File: config.mk
export PLATFORM = sky130hd
export DESIGN_NAME = decimal_accumulator_cpu_step_unit_flat
export DESIGN_NICKNAME = d
export VERILOG_FILES = /design/src/rtl/core/dacs_pkg.sv /design/src/rtl/core/dacs_if.sv /design/src/rtl/core/dacs_ctrl.sv /design/src/rtl/core/dacs_dp.sv /design/src/rtl/core/decimal_accumulator_cpu_step_unit.sv /design/src/flat_wrapper.sv
export SDC_FILE = /design/constraint.sdc
export NUM_CORES = 2
export LEC_CHECK = 0
export ABC_CLOCK_PERIOD_IN_PS = 7400
export BUFFER_PORTS_ARGS = -buffer_cell sky130_fd_sc_hd__buf_2
export CAP_MARGIN = 20
export CORE_ASPECT_RATIO = 1.25
export CORE_MARGIN = 1.5
export CORE_UTILIZATION = 42
export DETAILED_ROUTE_END_ITERATION = 10
export SYNTH_ARGS = -nofsm -noshare
export SYNTH_HDL_FRONTEND = slang
export SYNTH_SLANG_ARGS = --single-unit
File: constraint.sdc
create_clock -name clk_i -period 7.4 [get_ports clk_i]
set_input_delay 0.37 -clock clk_i [delete_from_list [all_inputs] [get_ports clk_i]]
set_output_delay 0.37 -clock clk_i [all_outputs]
set_load 0.05 [all_outputs]
File: src/rtl/core/dacs_pkg.sv
// dacs_pkg: shared types, constants and helpers of the decimal accumulator step unit
package dacs_pkg;

  localparam int unsigned WORD_W = 11;
  localparam int unsigned ADDR_W = 7;

  typedef logic signed [WORD_W-1:0] word_t;
  typedef logic [ADDR_W-1:0]        addr_t;

  // operation field of an input item
  localparam logic OPN_LOAD = 1'b0;
  localparam logic OPN_STEP = 1'b1;

  typedef enum logic [1:0] {
    ST_OK      = 2'd0,
    ST_HALT    = 2'd1,
    ST_RANGE   = 2'd2,
    ST_ILLEGAL = 2'd3
  } status_e;

  typedef enum logic [3:0] {
    OP_HALT  = 4'd0,
    OP_ADD   = 4'd1,
    OP_SUB   = 4'd2,
    OP_STORE = 4'd3,
    OP_LOAD  = 4'd5,
    OP_BRA   = 4'd6,
    OP_BRZ   = 4'd7,
    OP_BRP   = 4'd8,
    OP_IO    = 4'd9
  } opcode_e;

  // i/o sub-codes carried in the address digits
  localparam addr_t IO_INPUT = 7'd1;
  localparam addr_t IO_NUM   = 7'd2;
  localparam addr_t IO_CHAR  = 7'd22;

  localparam addr_t PC_LAST  = 7'd99;

  localparam word_t WORD_MAX = 11'sd999;
  localparam word_t WORD_MIN = -11'sd999;

  // word / 100 as (word * 41) >> 12, exact for 0..1023
  localparam logic [15:0] DIV100_MUL   = 16'd41;
  localparam int unsigned DIV100_SHIFT = 12;

  typedef enum logic [2:0] {
    S_IDLE,
    S_LOAD,
    S_RANGE,
    S_DECODE,
    S_EXEC
  } state_e;

  typedef struct packed {
    logic accept;
    logic load_fin;
    logic range_fin;
    logic decode;
    logic exec;
  } dp_cmd_t;

  typedef struct packed {
    logic step_req;
    logic pc_ok;
    logic out_free;
  } dp_stat_t;

  function automatic word_t sat_word(input logic signed [WORD_W+1:0] v);
    word_t r;
    if (v > 13'sd999) begin
      r = WORD_MAX;
    end else if (v < -13'sd999) begin
      r = WORD_MIN;
    end else begin
      r = v[WORD_W-1:0];
    end
    return r;
  endfunction

  // hundreds digit back to its weight
  function automatic logic [9:0] times_hundred(input logic [3:0] op);
    logic [9:0] r;
    case (op)
      4'd0:    r = 10'd0;
      4'd1:    r = 10'd100;
      4'd2:    r = 10'd200;
      4'd3:    r = 10'd300;
      4'd4:    r = 10'd400;
      4'd5:    r = 10'd500;
      4'd6:    r = 10'd600;
      4'd7:    r = 10'd700;
      4'd8:    r = 10'd800;
      4'd9:    r = 10'd900;
      4'd10:   r = 10'd1000;
      default: r = 10'd0;
    endcase
    return r;
  endfunction

endpackage

File: src/rtl/core/dacs_if.sv
// dacs_if: input and result channel interfaces of the step unit

interface dacs_in_if;
  import dacs_pkg::*;
  logic  valid;
  logic  ready;
  logic  operation;
  addr_t load_address;
  word_t load_word;
  word_t typed_value;

  modport source (output valid, operation, load_address, load_word, typed_value,
                  input ready);
  modport sink   (input valid, operation, load_address, load_word, typed_value,
                  output ready);
endinterface

interface dacs_out_if;
  import dacs_pkg::*;
  logic       valid;
  logic       ready;
  logic [1:0] status;
  addr_t      program_counter;
  word_t      acc_value;
  logic       out_valid;
  logic       out_is_char;
  word_t      out_value;

  modport source (output valid, status, program_counter, acc_value, out_valid,
                  out_is_char, out_value, input ready);
  modport sink   (input valid, status, program_counter, acc_value, out_valid,
                  out_is_char, out_value, output ready);
endinterface

File: src/rtl/core/dacs_ctrl.sv
// dacs_ctrl: sequencing state machine of the step unit
module dacs_ctrl (
  input  logic               clk_i,
  input  logic               rst_ni,
  input  logic               in_valid_i,
  output logic               in_ready_o,
  input  dacs_pkg::dp_stat_t stat_i,
  output dacs_pkg::dp_cmd_t  cmd_o
);
  import dacs_pkg::*;

  state_e state_q, state_d;

  always_ff @(posedge clk_i or negedge rst_ni) begin
    if (!rst_ni) begin
      state_q <= S_IDLE;
    end else begin
      state_q <= state_d;
    end
  end

  always_comb begin
    state_d = state_q;
    case (state_q)
      S_IDLE: begin
        if (in_valid_i) begin
          if (!stat_i.step_req) begin
            state_d = S_LOAD;
          end else if (!stat_i.pc_ok) begin
            state_d = S_RANGE;
          end else begin
            state_d = S_DECODE;
          end
        end
      end
      S_LOAD, S_RANGE, S_EXEC: begin
        if (stat_i.out_free) begin
          state_d = S_IDLE;
        end
      end
      S_DECODE: state_d = S_EXEC;
      default:  state_d = S_IDLE;
    endcase
  end

  always_comb begin
    in_ready_o      = 1'b0;
    cmd_o           = '0;
    case (state_q)
      S_IDLE: begin
        in_ready_o   = 1'b1;
        cmd_o.accept = in_valid_i;
      end
      S_LOAD:   cmd_o.load_fin  = stat_i.out_free;
      S_RANGE:  cmd_o.range_fin = stat_i.out_free;
      S_DECODE: cmd_o.decode    = 1'b1;
      S_EXEC:   cmd_o.exec      = stat_i.out_free;
      default: begin
        in_ready_o = 1'b0;
      end
    endcase
  end

endmodule

File: src/rtl/core/dacs_dp.sv
// dacs_dp: word store, registers, decode, execute and result register
module dacs_dp #(
  parameter int unsigned MEMORY_WORDS = 100
) (
  input  logic               clk_i,
  input  logic               rst_ni,
  input  dacs_pkg::dp_cmd_t  cmd_i,
  output dacs_pkg::dp_stat_t stat_o,
  input  logic               operation_i,
  input  dacs_pkg::addr_t    load_address_i,
  input  dacs_pkg::word_t    load_word_i,
  input  dacs_pkg::word_t    typed_value_i,
  input  logic               res_ready_i,
  output logic               res_valid_o,
  output logic [1:0]         status_o,
  output dacs_pkg::addr_t    program_counter_o,
  output dacs_pkg::word_t    acc_value_o,
  output logic               out_valid_o,
  output logic               out_is_char_o,
  output dacs_pkg::word_t    out_value_o
);
  import dacs_pkg::*;

  localparam int unsigned AW    = $clog2(MEMORY_WORDS);
  localparam addr_t       DEPTH = ADDR_W'(MEMORY_WORDS);

  word_t                  mem_q [MEMORY_WORDS];
  logic [MEMORY_WORDS-1:0] vld_q;
  word_t                  rdata_q;

  addr_t pc_q;
  word_t acc_q;
  addr_t ld_addr_q;
  word_t ld_word_q;
  word_t typed_q;
  logic [3:0] op_q;
  addr_t      ad_q;
  logic       neg_q;

  logic       res_vld_q;
  logic [1:0] res_status_q;
  addr_t      res_pc_q;
  word_t      res_acc_q;
  logic       res_ov_q;
  logic       res_oc_q;
  word_t      res_oval_q;

  // decode of the fetched word
  logic [9:0]  word_mag;
  logic [15:0] div_prod;
  logic [3:0]  op_dec;
  logic [9:0]  ad_wide;
  addr_t       ad_dec;

  assign word_mag = rdata_q[9:0];
  assign div_prod = {6'd0, word_mag} * DIV100_MUL;
  assign op_dec   = div_prod[DIV100_SHIFT+3:DIV100_SHIFT];
  assign ad_wide  = word_mag - times_hundred(op_dec);
  assign ad_dec   = ad_wide[ADDR_W-1:0];

  assign stat_o.step_req = (operation_i == OPN_STEP);
  assign stat_o.pc_ok    = (pc_q < DEPTH);
  assign stat_o.out_free = !res_vld_q || res_ready_i;

  // memory ports
  logic  rd_en;
  addr_t rd_addr;
  logic  wr_en;
  addr_t wr_addr;
  word_t wr_data;

  always_comb begin
    rd_en   = 1'b0;
    rd_addr = pc_q;
    if (cmd_i.accept && stat_o.step_req && stat_o.pc_ok) begin
      rd_en   = 1'b1;
      rd_addr = pc_q;
    end else if (cmd_i.decode && !rdata_q[WORD_W-1] && (ad_dec < DEPTH)) begin
      rd_en   = 1'b1;
      rd_addr = ad_dec;
    end
  end

  always_comb begin
    wr_en   = 1'b0;
    wr_addr = ad_q;
    wr_data = acc_q;
    if (cmd_i.load_fin && (ld_addr_q < DEPTH)) begin
      wr_en   = 1'b1;
      wr_addr = ld_addr_q;
      wr_data = sat_word({{2{ld_word_q[WORD_W-1]}}, ld_word_q});
    end else if (cmd_i.exec && !neg_q && (op_q == OP_STORE) && (ad_q < DEPTH)) begin
      wr_en   = 1'b1;
      wr_addr = ad_q;
      wr_data = acc_q;
    end
  end

  always_ff @(posedge clk_i) begin
    if (wr_en) begin
      mem_q[wr_addr[AW-1:0]] <= wr_data;
    end
  end

  // unwritten words read as zero
  always_ff @(posedge clk_i) begin
    if (rd_en) begin
      rdata_q <= vld_q[rd_addr[AW-1:0]] ? mem_q[rd_addr[AW-1:0]] : '0;
    end
  end

  always_ff @(posedge clk_i or negedge rst_ni) begin
    if (!rst_ni) begin
      vld_q <= '0;
    end else if (wr_en) begin
      vld_q[wr_addr[AW-1:0]] <= 1'b1;
    end
  end

  // execute
  logic signed [WORD_W+1:0] acc_ext;
  logic signed [WORD_W+1:0] opd_ext;
  logic [1:0] ex_status;
  word_t      ex_acc;
  addr_t      ex_pc;
  logic       ex_ov;
  logic       ex_oc;

  assign acc_ext = {{2{acc_q[WORD_W-1]}}, acc_q};
  assign opd_ext = {{2{rdata_q[WORD_W-1]}}, rdata_q};

  always_comb begin
    ex_status = ST_OK;
    ex_acc    = acc_q;
    ex_pc     = pc_q;
    ex_ov     = 1'b0;
    ex_oc     = 1'b0;
    if (neg_q) begin
      ex_status = ST_ILLEGAL;
    end else begin
      case (op_q)
        OP_HALT:  ex_status = ST_HALT;
        OP_ADD:   ex_acc    = sat_word(acc_ext + opd_ext);
        OP_SUB:   ex_acc    = sat_word(acc_ext - opd_ext);
        OP_STORE: ex_acc    = acc_q;
        OP_LOAD:  ex_acc    = rdata_q;
        OP_BRA:   ex_pc     = ad_q;
        OP_BRZ: begin
          if (acc_q == '0) begin
            ex_pc = ad_q;
          end
        end
        OP_BRP: begin
          if (!acc_q[WORD_W-1]) begin
            ex_pc = ad_q;
          end
        end
        OP_IO: begin
          if (ad_q == IO_INPUT) begin
            ex_acc = sat_word({{2{typed_q[WORD_W-1]}}, typed_q});
          end else if (ad_q == IO_NUM) begin
            ex_ov = 1'b1;
          end else if (ad_q == IO_CHAR) begin
            ex_ov = 1'b1;
            ex_oc = 1'b1;
          end else begin
            ex_status = ST_ILLEGAL;
          end
        end
        default: ex_status = ST_ILLEGAL;
      endcase
    end
  end

  // architectural registers
  always_ff @(posedge clk_i or negedge rst_ni) begin
    if (!rst_ni) begin
      pc_q  <= '0;
      acc_q <= '0;
    end else if (cmd_i.decode) begin
      pc_q <= pc_q + 7'd1;
    end else if (cmd_i.exec) begin
      pc_q  <= ex_pc;
      acc_q <= ex_acc;
    end
  end

  always_ff @(posedge clk_i) begin
    if (cmd_i.accept) begin
      ld_addr_q <= load_address_i;
      ld_word_q <= load_word_i;
      typed_q   <= typed_value_i;
    end
    if (cmd_i.decode) begin
      op_q  <= op_dec;
      ad_q  <= ad_dec;
      neg_q <= rdata_q[WORD_W-1];
    end
  end

  // result register
  logic res_load;
  assign res_load = cmd_i.exec || cmd_i.load_fin || cmd_i.range_fin;

  always_ff @(posedge clk_i or negedge rst_ni) begin
    if (!rst_ni) begin
      res_vld_q <= 1'b0;
    end else if (res_load) begin
      res_vld_q <= 1'b1;
    end else if (res_ready_i) begin
      res_vld_q <= 1'b0;
    end
  end

  always_ff @(posedge clk_i) begin
    if (res_load) begin
      if (cmd_i.exec) begin
        res_status_q <= ex_status;
        res_pc_q     <= ex_pc;
        res_acc_q    <= ex_acc;
        res_ov_q     <= ex_ov;
        res_oc_q     <= ex_oc;
        res_oval_q   <= ex_ov ? acc_q : '0;
      end else begin
        res_status_q <= cmd_i.range_fin ? ST_RANGE : ST_OK;
        res_pc_q     <= pc_q;
        res_acc_q    <= acc_q;
        res_ov_q     <= 1'b0;
        res_oc_q     <= 1'b0;
        res_oval_q   <= '0;
      end
    end
  end

  assign res_valid_o       = res_vld_q;
  assign status_o          = res_status_q;
  assign program_counter_o = res_pc_q;
  assign acc_value_o       = res_acc_q;
  assign out_valid_o       = res_ov_q;
  assign out_is_char_o     = res_oc_q;
  assign out_value_o       = res_oval_q;

endmodule

File: src/rtl/core/decimal_accumulator_cpu_step_unit.sv
// decimal_accumulator_cpu_step_unit: top level of the decimal accumulator step unit
//
//   channel  | dir | modport | payload
//   ---------+-----+---------+--------------------------------------------------
//   in_i     | in  | sink    | operation, load_address, load_word, typed_value
//   out_o    | out | source  | status, program_counter, acc_value, out_valid,
//            |     |         | out_is_char, out_value
//
// a step item passes accept, which fetches the word at the counter, then decode, which
// decodes it and reads the operand, then execute, which executes and writes back; the single
// read port and single write port of the word store set this order
// a load item or an out-of-range counter passes accept, then finish
// reset clears counter, accumulator and per-word written flags; unwritten words read zero
// while a result waits one more item is accepted and then holds in its last state
module decimal_accumulator_cpu_step_unit #(
  parameter int unsigned MEMORY_WORDS = 100
) (
  input  logic              clk_i,
  input  logic              rst_ni,
  dacs_in_if.sink           in_i,
  dacs_out_if.source        out_o
);
  import dacs_pkg::*;

  // command and status between sequencer and datapath
  dp_cmd_t  cmd;
  dp_stat_t stat;

  // sequencer: accepts a transfer only while idle
  dacs_ctrl u_ctrl (
    .clk_i      (clk_i),
    .rst_ni     (rst_ni),
    .in_valid_i (in_i.valid),
    .in_ready_o (in_i.ready),
    .stat_i     (stat),
    .cmd_o      (cmd)
  );

  // datapath: word store, counter, accumulator and result register
  dacs_dp #(
    .MEMORY_WORDS (MEMORY_WORDS)
  ) u_dp (
    .clk_i             (clk_i),
    .rst_ni            (rst_ni),
    .cmd_i             (cmd),
    .stat_o            (stat),
    .operation_i       (in_i.operation),
    .load_address_i    (in_i.load_address),
    .load_word_i       (in_i.load_word),
    .typed_value_i     (in_i.typed_value),
    .res_ready_i       (out_o.ready),
    .res_valid_o       (out_o.valid),
    .status_o          (out_o.status),
    .program_counter_o (out_o.program_counter),
    .acc_value_o       (out_o.acc_value),
    .out_valid_o       (out_o.out_valid),
    .out_is_char_o     (out_o.out_is_char),
    .out_value_o       (out_o.out_value)
  );

endmodule

File: src/flat_wrapper.sv
// flat-port wrapper written by rule: the top's interface ports become plain ports
module decimal_accumulator_cpu_step_unit_flat import dacs_pkg::*;
#(
  parameter int unsigned MEMORY_WORDS = 100
)
  (clk_i, rst_ni, in_i_valid, in_i_operation, in_i_load_address, in_i_load_word, in_i_typed_value, in_i_ready, out_o_valid, out_o_status, out_o_program_counter, out_o_acc_value, out_o_out_valid, out_o_out_is_char, out_o_out_value, out_o_ready);
  dacs_in_if in_i_i ();
  dacs_out_if out_o_i ();
  input  logic clk_i;
  input  logic rst_ni;
  input wire logic [$bits(in_i_i.valid)-1:0] in_i_valid;
  input wire logic [$bits(in_i_i.operation)-1:0] in_i_operation;
  input wire logic [$bits(in_i_i.load_address)-1:0] in_i_load_address;
  input wire logic [$bits(in_i_i.load_word)-1:0] in_i_load_word;
  input wire logic [$bits(in_i_i.typed_value)-1:0] in_i_typed_value;
  output wire logic [$bits(in_i_i.ready)-1:0] in_i_ready;
  output wire logic [$bits(out_o_i.valid)-1:0] out_o_valid;
  output wire logic [$bits(out_o_i.status)-1:0] out_o_status;
  output wire logic [$bits(out_o_i.program_counter)-1:0] out_o_program_counter;
  output wire logic [$bits(out_o_i.acc_value)-1:0] out_o_acc_value;
  output wire logic [$bits(out_o_i.out_valid)-1:0] out_o_out_valid;
  output wire logic [$bits(out_o_i.out_is_char)-1:0] out_o_out_is_char;
  output wire logic [$bits(out_o_i.out_value)-1:0] out_o_out_value;
  input wire logic [$bits(out_o_i.ready)-1:0] out_o_ready;
  assign in_i_i.valid = in_i_valid;
  assign in_i_i.operation = in_i_operation;
  assign in_i_i.load_address = in_i_load_address;
  assign in_i_i.load_word = in_i_load_word;
  assign in_i_i.typed_value = in_i_typed_value;
  assign in_i_ready = in_i_i.ready;
  assign out_o_valid = out_o_i.valid;
  assign out_o_status = out_o_i.status;
  assign out_o_program_counter = out_o_i.program_counter;
  assign out_o_acc_value = out_o_i.acc_value;
  assign out_o_out_valid = out_o_i.out_valid;
  assign out_o_out_is_char = out_o_i.out_is_char;
  assign out_o_out_value = out_o_i.out_value;
  assign out_o_i.ready = out_o_ready;
  decimal_accumulator_cpu_step_unit #(.MEMORY_WORDS(MEMORY_WORDS)) u_core (.clk_i(clk_i), .rst_ni(rst_ni), .in_i(in_i_i), .out_o(out_o_i));
endmodule
==> flow_summary_export.csv <==
group,metric,value,unit
place,dpl.hpwl,110,mm
yosys,synth_edf_count,1185,
yosys,synth_seq_area_share,0.691,
clocking,numClockSinks,1307,
detailed_routing,drc_errors,11,
floorplanning,fp-row-count,149,
place,post-place-cells,6382,
floorplanning,start_util,0.424,
setup_path,reg2reg_depth,34,
clocking,insertion_delay,0.80,ns
yosys,synth_compound_area_frac,0.0699,
yosys,yosys-mux-area-fraction,0.0548,
setup_path,cp_num_cells,34,
setup_path,rr_startpoint,"u_core.u_dp.rdata_q[2]$_SDFFCE_PN0P_",
yosys,ys_seq_elements,1307,
min_path,hp-class,"input pin to register",
place,place_congestion,0.930,
clocking,cts_root_buf,"clkbuf_16",
clocking,clockBufferDepth,3,
yosys,syn_avg_cell_area,13.0,sq um
sta,clock_skew,0.0331,ns
setup_path,crit_required,8.00,ns
floorplanning,die_h,411,um
sta,period_share,1.06,
setup_path,critical_path_arrival,8.41,ns
clocking,htreeDepth,4,
setup_path,crit_buf_inv,6,
status,violations,"design-rule violations, negative setup slack",
yosys,synth_fp_nets,4391,
yosys,yosysTopAreaCellShare,0.637,
yosys,synth_area,55900,sq um
yosys,syn-instance-count,4286,
detailed_routing,vias,38450,
setup_path,crit_end,"u_core.u_dp.rdata_q[4]$_SDFFCE_PN0P_",
clocking,cts_tree,"done",
clocking,clkSlewWorstSetupHoldPaths,0.06,ns
sta,setup_tns,-3.60,ns
global_route,grt_use_total,0.248,
setup_path,cp_top_family,"adder cells",
detailed_routing,drtAntennaViolNets,0,
yosys,synth_fa_ha_area_frac,0.0170,
global_route,grt_pass1_vias,37523,
floorplanning,pin_count,69,
yosys,synthTopCellsByArea,"edfxtp_1 64%, nand2_1 5.8%, dfrtp_1 5.5%",
sta,slew_violations,0,
yosys,yosysTopAreaCell,"edfxtp_1",
sta,layout_setup_ws,-0.414,ns
detailed_routing,viasPerCell,5.68,
cells_and_area,syn2layout_area_growth,23.4,%
detailed_routing,wl_per_cell,25.5,um
job,max_cap_violations,0,
setup_path,slowest_stage,"o211ai_1",
sta,setup_viol,11,
floorplanning,core,132000,sq um
floorplanning,die_w,329,um
sta,whs,0.147,ns
setup_path,startpoint,"u_core.u_dp.rdata_q[2]$_SDFFCE_PN0P_",
sta,slew_headroom,0.193,
global_route,antenna_found_initial,2,
floorplanning,die-area,135000,sq um
setup_path,critical_path_class,"register to register",
yosys,synth_top_family_by_area,"simple AND/OR/NAND/NOR gates",
place,portBuffers,68,
yosys,synthXorXnorAreaFrac,0.00392,
yosys,ys_warn_count,0,
sta,worst_pin_slew,1.20,ns
yosys,yosysMostFrequentCell,"edfxtp_1",
cells_and_area,nets,5033,
sta,hold_viol_final,0,
sta,min_period,7.81,ns
global_route,grt_overflow,0,
global_route,grt_start_max_net_pins,73,
detailed_routing,first_pass_iters,9,
setup_path,r2r_setup_slack,-0.41,ns
setup_path,crit_path_start_kind,"register",
global_route,grt_pass1_wl,247,mm
clocking,cts_made_buffers,132,
yosys,synth_cell_types,98,
yosys,synth_async_sr_flop_share,0.0933,
cells_and_area,drive_gt1_frac,0.234,
yosys,yosys-top-cells-count,"1185 x edfxtp_1, 860 x nand2_1, 365 x nand3_1",
yosys,synth-simple-area-share,0.137,
setup_path,crit_fanout,20,
status,outcome,"finished, violations left",
setup_path,max_stage_delay,0.56,ns
detailed_routing,first_iter_violations,3848,
cells_and_area,stdcell_count,6771,
setup_path,r2r_end,"u_core.u_dp.rdata_q[4]$_SDFFCE_PN0P_",
detailed_routing,wirelength,172,mm
yosys,synthFlopType,"edfxtp_1",
sta,rsz0062_at_grt,"true",
sta,fmax,128,MHz
setup_path,crit_path_end_kind,"register",
-- layout by cell type, fill, tap and decap left out, types with 33 or more instances in the layout --
master and n:
a21oi_1 179, a31oi_1 35, and3_1 33, buf_12 60
buf_2 67, buf_4 516, buf_6 41, clkbuf_1 38
clkbuf_16 146, dfrtp_1 122, dlygate4sd3_1 33, edfxtp_1 1185
ha_1 52, inv_1 61, mux2i_1 280, nand2_1 857
nand3_1 359, nand4_1 40, nor2_1 174, o21ai_0 46
or2_2 103
-- sequential cells by signal, indices dropped and copies added, names as in the netlist, 11 cells and up --
signal,flops
u_core.u_dp.mem_q,1100
u_core.u_dp.vld_q,100
u_core.u_dp.acc_q,11
u_core.u_dp.acc_value_o,11
u_core.u_dp.ld_word_q,11
u_core.u_dp.out_value_o,11
u_core.u_dp.rdata_q,11
u_core.u_dp.typed_q,11
-- worst min-delay path, delay by kind of cell --
family	cells	cell delay, ns
simple gates	1	0.13
buf+inv	2	0.17
compound gates	2	0.20
-- metal layers --
metal / track usage / routed length [um] / up-vias
li1: - / - / 17182
met1: 0.314 / 67500 / 19183
met2: 0.416 / 84400 / 1716
met3: 0.0413 / 12500 / 367
met4: 0.118 / 8060 / 2
met5: 0 / 13 / -
-- worst min-delay path by stage --
stage                                 startpoint                              endpoint  slack (ns)  cells after the start
6_report                          in_i_operation  u_core.u_ctrl.state_q[0]$_DFFE_PN0P_        0.15                      5
5_1_grt                           in_i_operation  u_core.u_ctrl.state_q[0]$_DFFE_PN0P_        0.20                      5
4_1_cts                           in_i_operation  u_core.u_ctrl.state_q[0]$_DFFE_PN0P_        0.10                      5
3_5_place_dp   u_core.u_dp.vld_q[71]$_DFFE_PN0N_     u_core.u_dp.vld_q[71]$_DFFE_PN0N_        0.45                      1
3_3_place_gp   u_core.u_dp.vld_q[70]$_DFFE_PN0N_     u_core.u_dp.vld_q[70]$_DFFE_PN0N_        0.45                      1
2_1_floorplan                             rst_ni  u_core.u_ctrl.state_q[0]$_DFFE_PN0P_        0.07                      0
-- final cells by class --
type / instances / area, sq um
Inverter: 68 / 255
Tap cell: 1736 / 2170
Clock inverter: 52 / 546
Sequential cell: 1307 / 38600
Clock buffer: 188 / 3740
Multi-Input combinational cell: 2672 / 16800
Antenna cell: 1 / 2.50
Fill cell: 11061 / 63000
Timing Repair Buffer: 747 / 6880
-- stage by stage --
step | utilization | setup WS, ns | area (sq um)
after floorplan | - | 0.0107 | 55900
after global placement | 0.470 | -1.09 | 62000
after detailed placement | 0.471 | -1.04 | 62100
after CTS | 0.513 | -0.308 | 67700
after global routing | 0.523 | -0.744 | 69000
final | 0.523 | -0.414 | 69000
-- cells by family after synthesis --
family                   count (synthesis)
AND/OR/NAND/NOR                       1702
flip-flops                            1307
AO/OA/AOI/OAI                          572
buffers and inverters                  307
multiplexers                           301
adder cells (fa/ha/maj)                 72
XOR/XNOR                                25
-- repair_timing --
| item | 4_1_cts | 5_1_grt |
|---|---|---|
| buffers inserted | 44 | 47 |
| resized for setup | 110 | 110 |
| pin swaps | 63 | 78 |
| endpoints found under the setup margin | 11 | 11 |
| cloned | 4 | 11 |
| hold buffers | 33 | 0 |
| endpoints found under the hold margin | 102 | 0 |
Power is left out: the tool's default activity adds up to more than one toggle a clock period on the data nets, which glitch-free logic cannot reach.
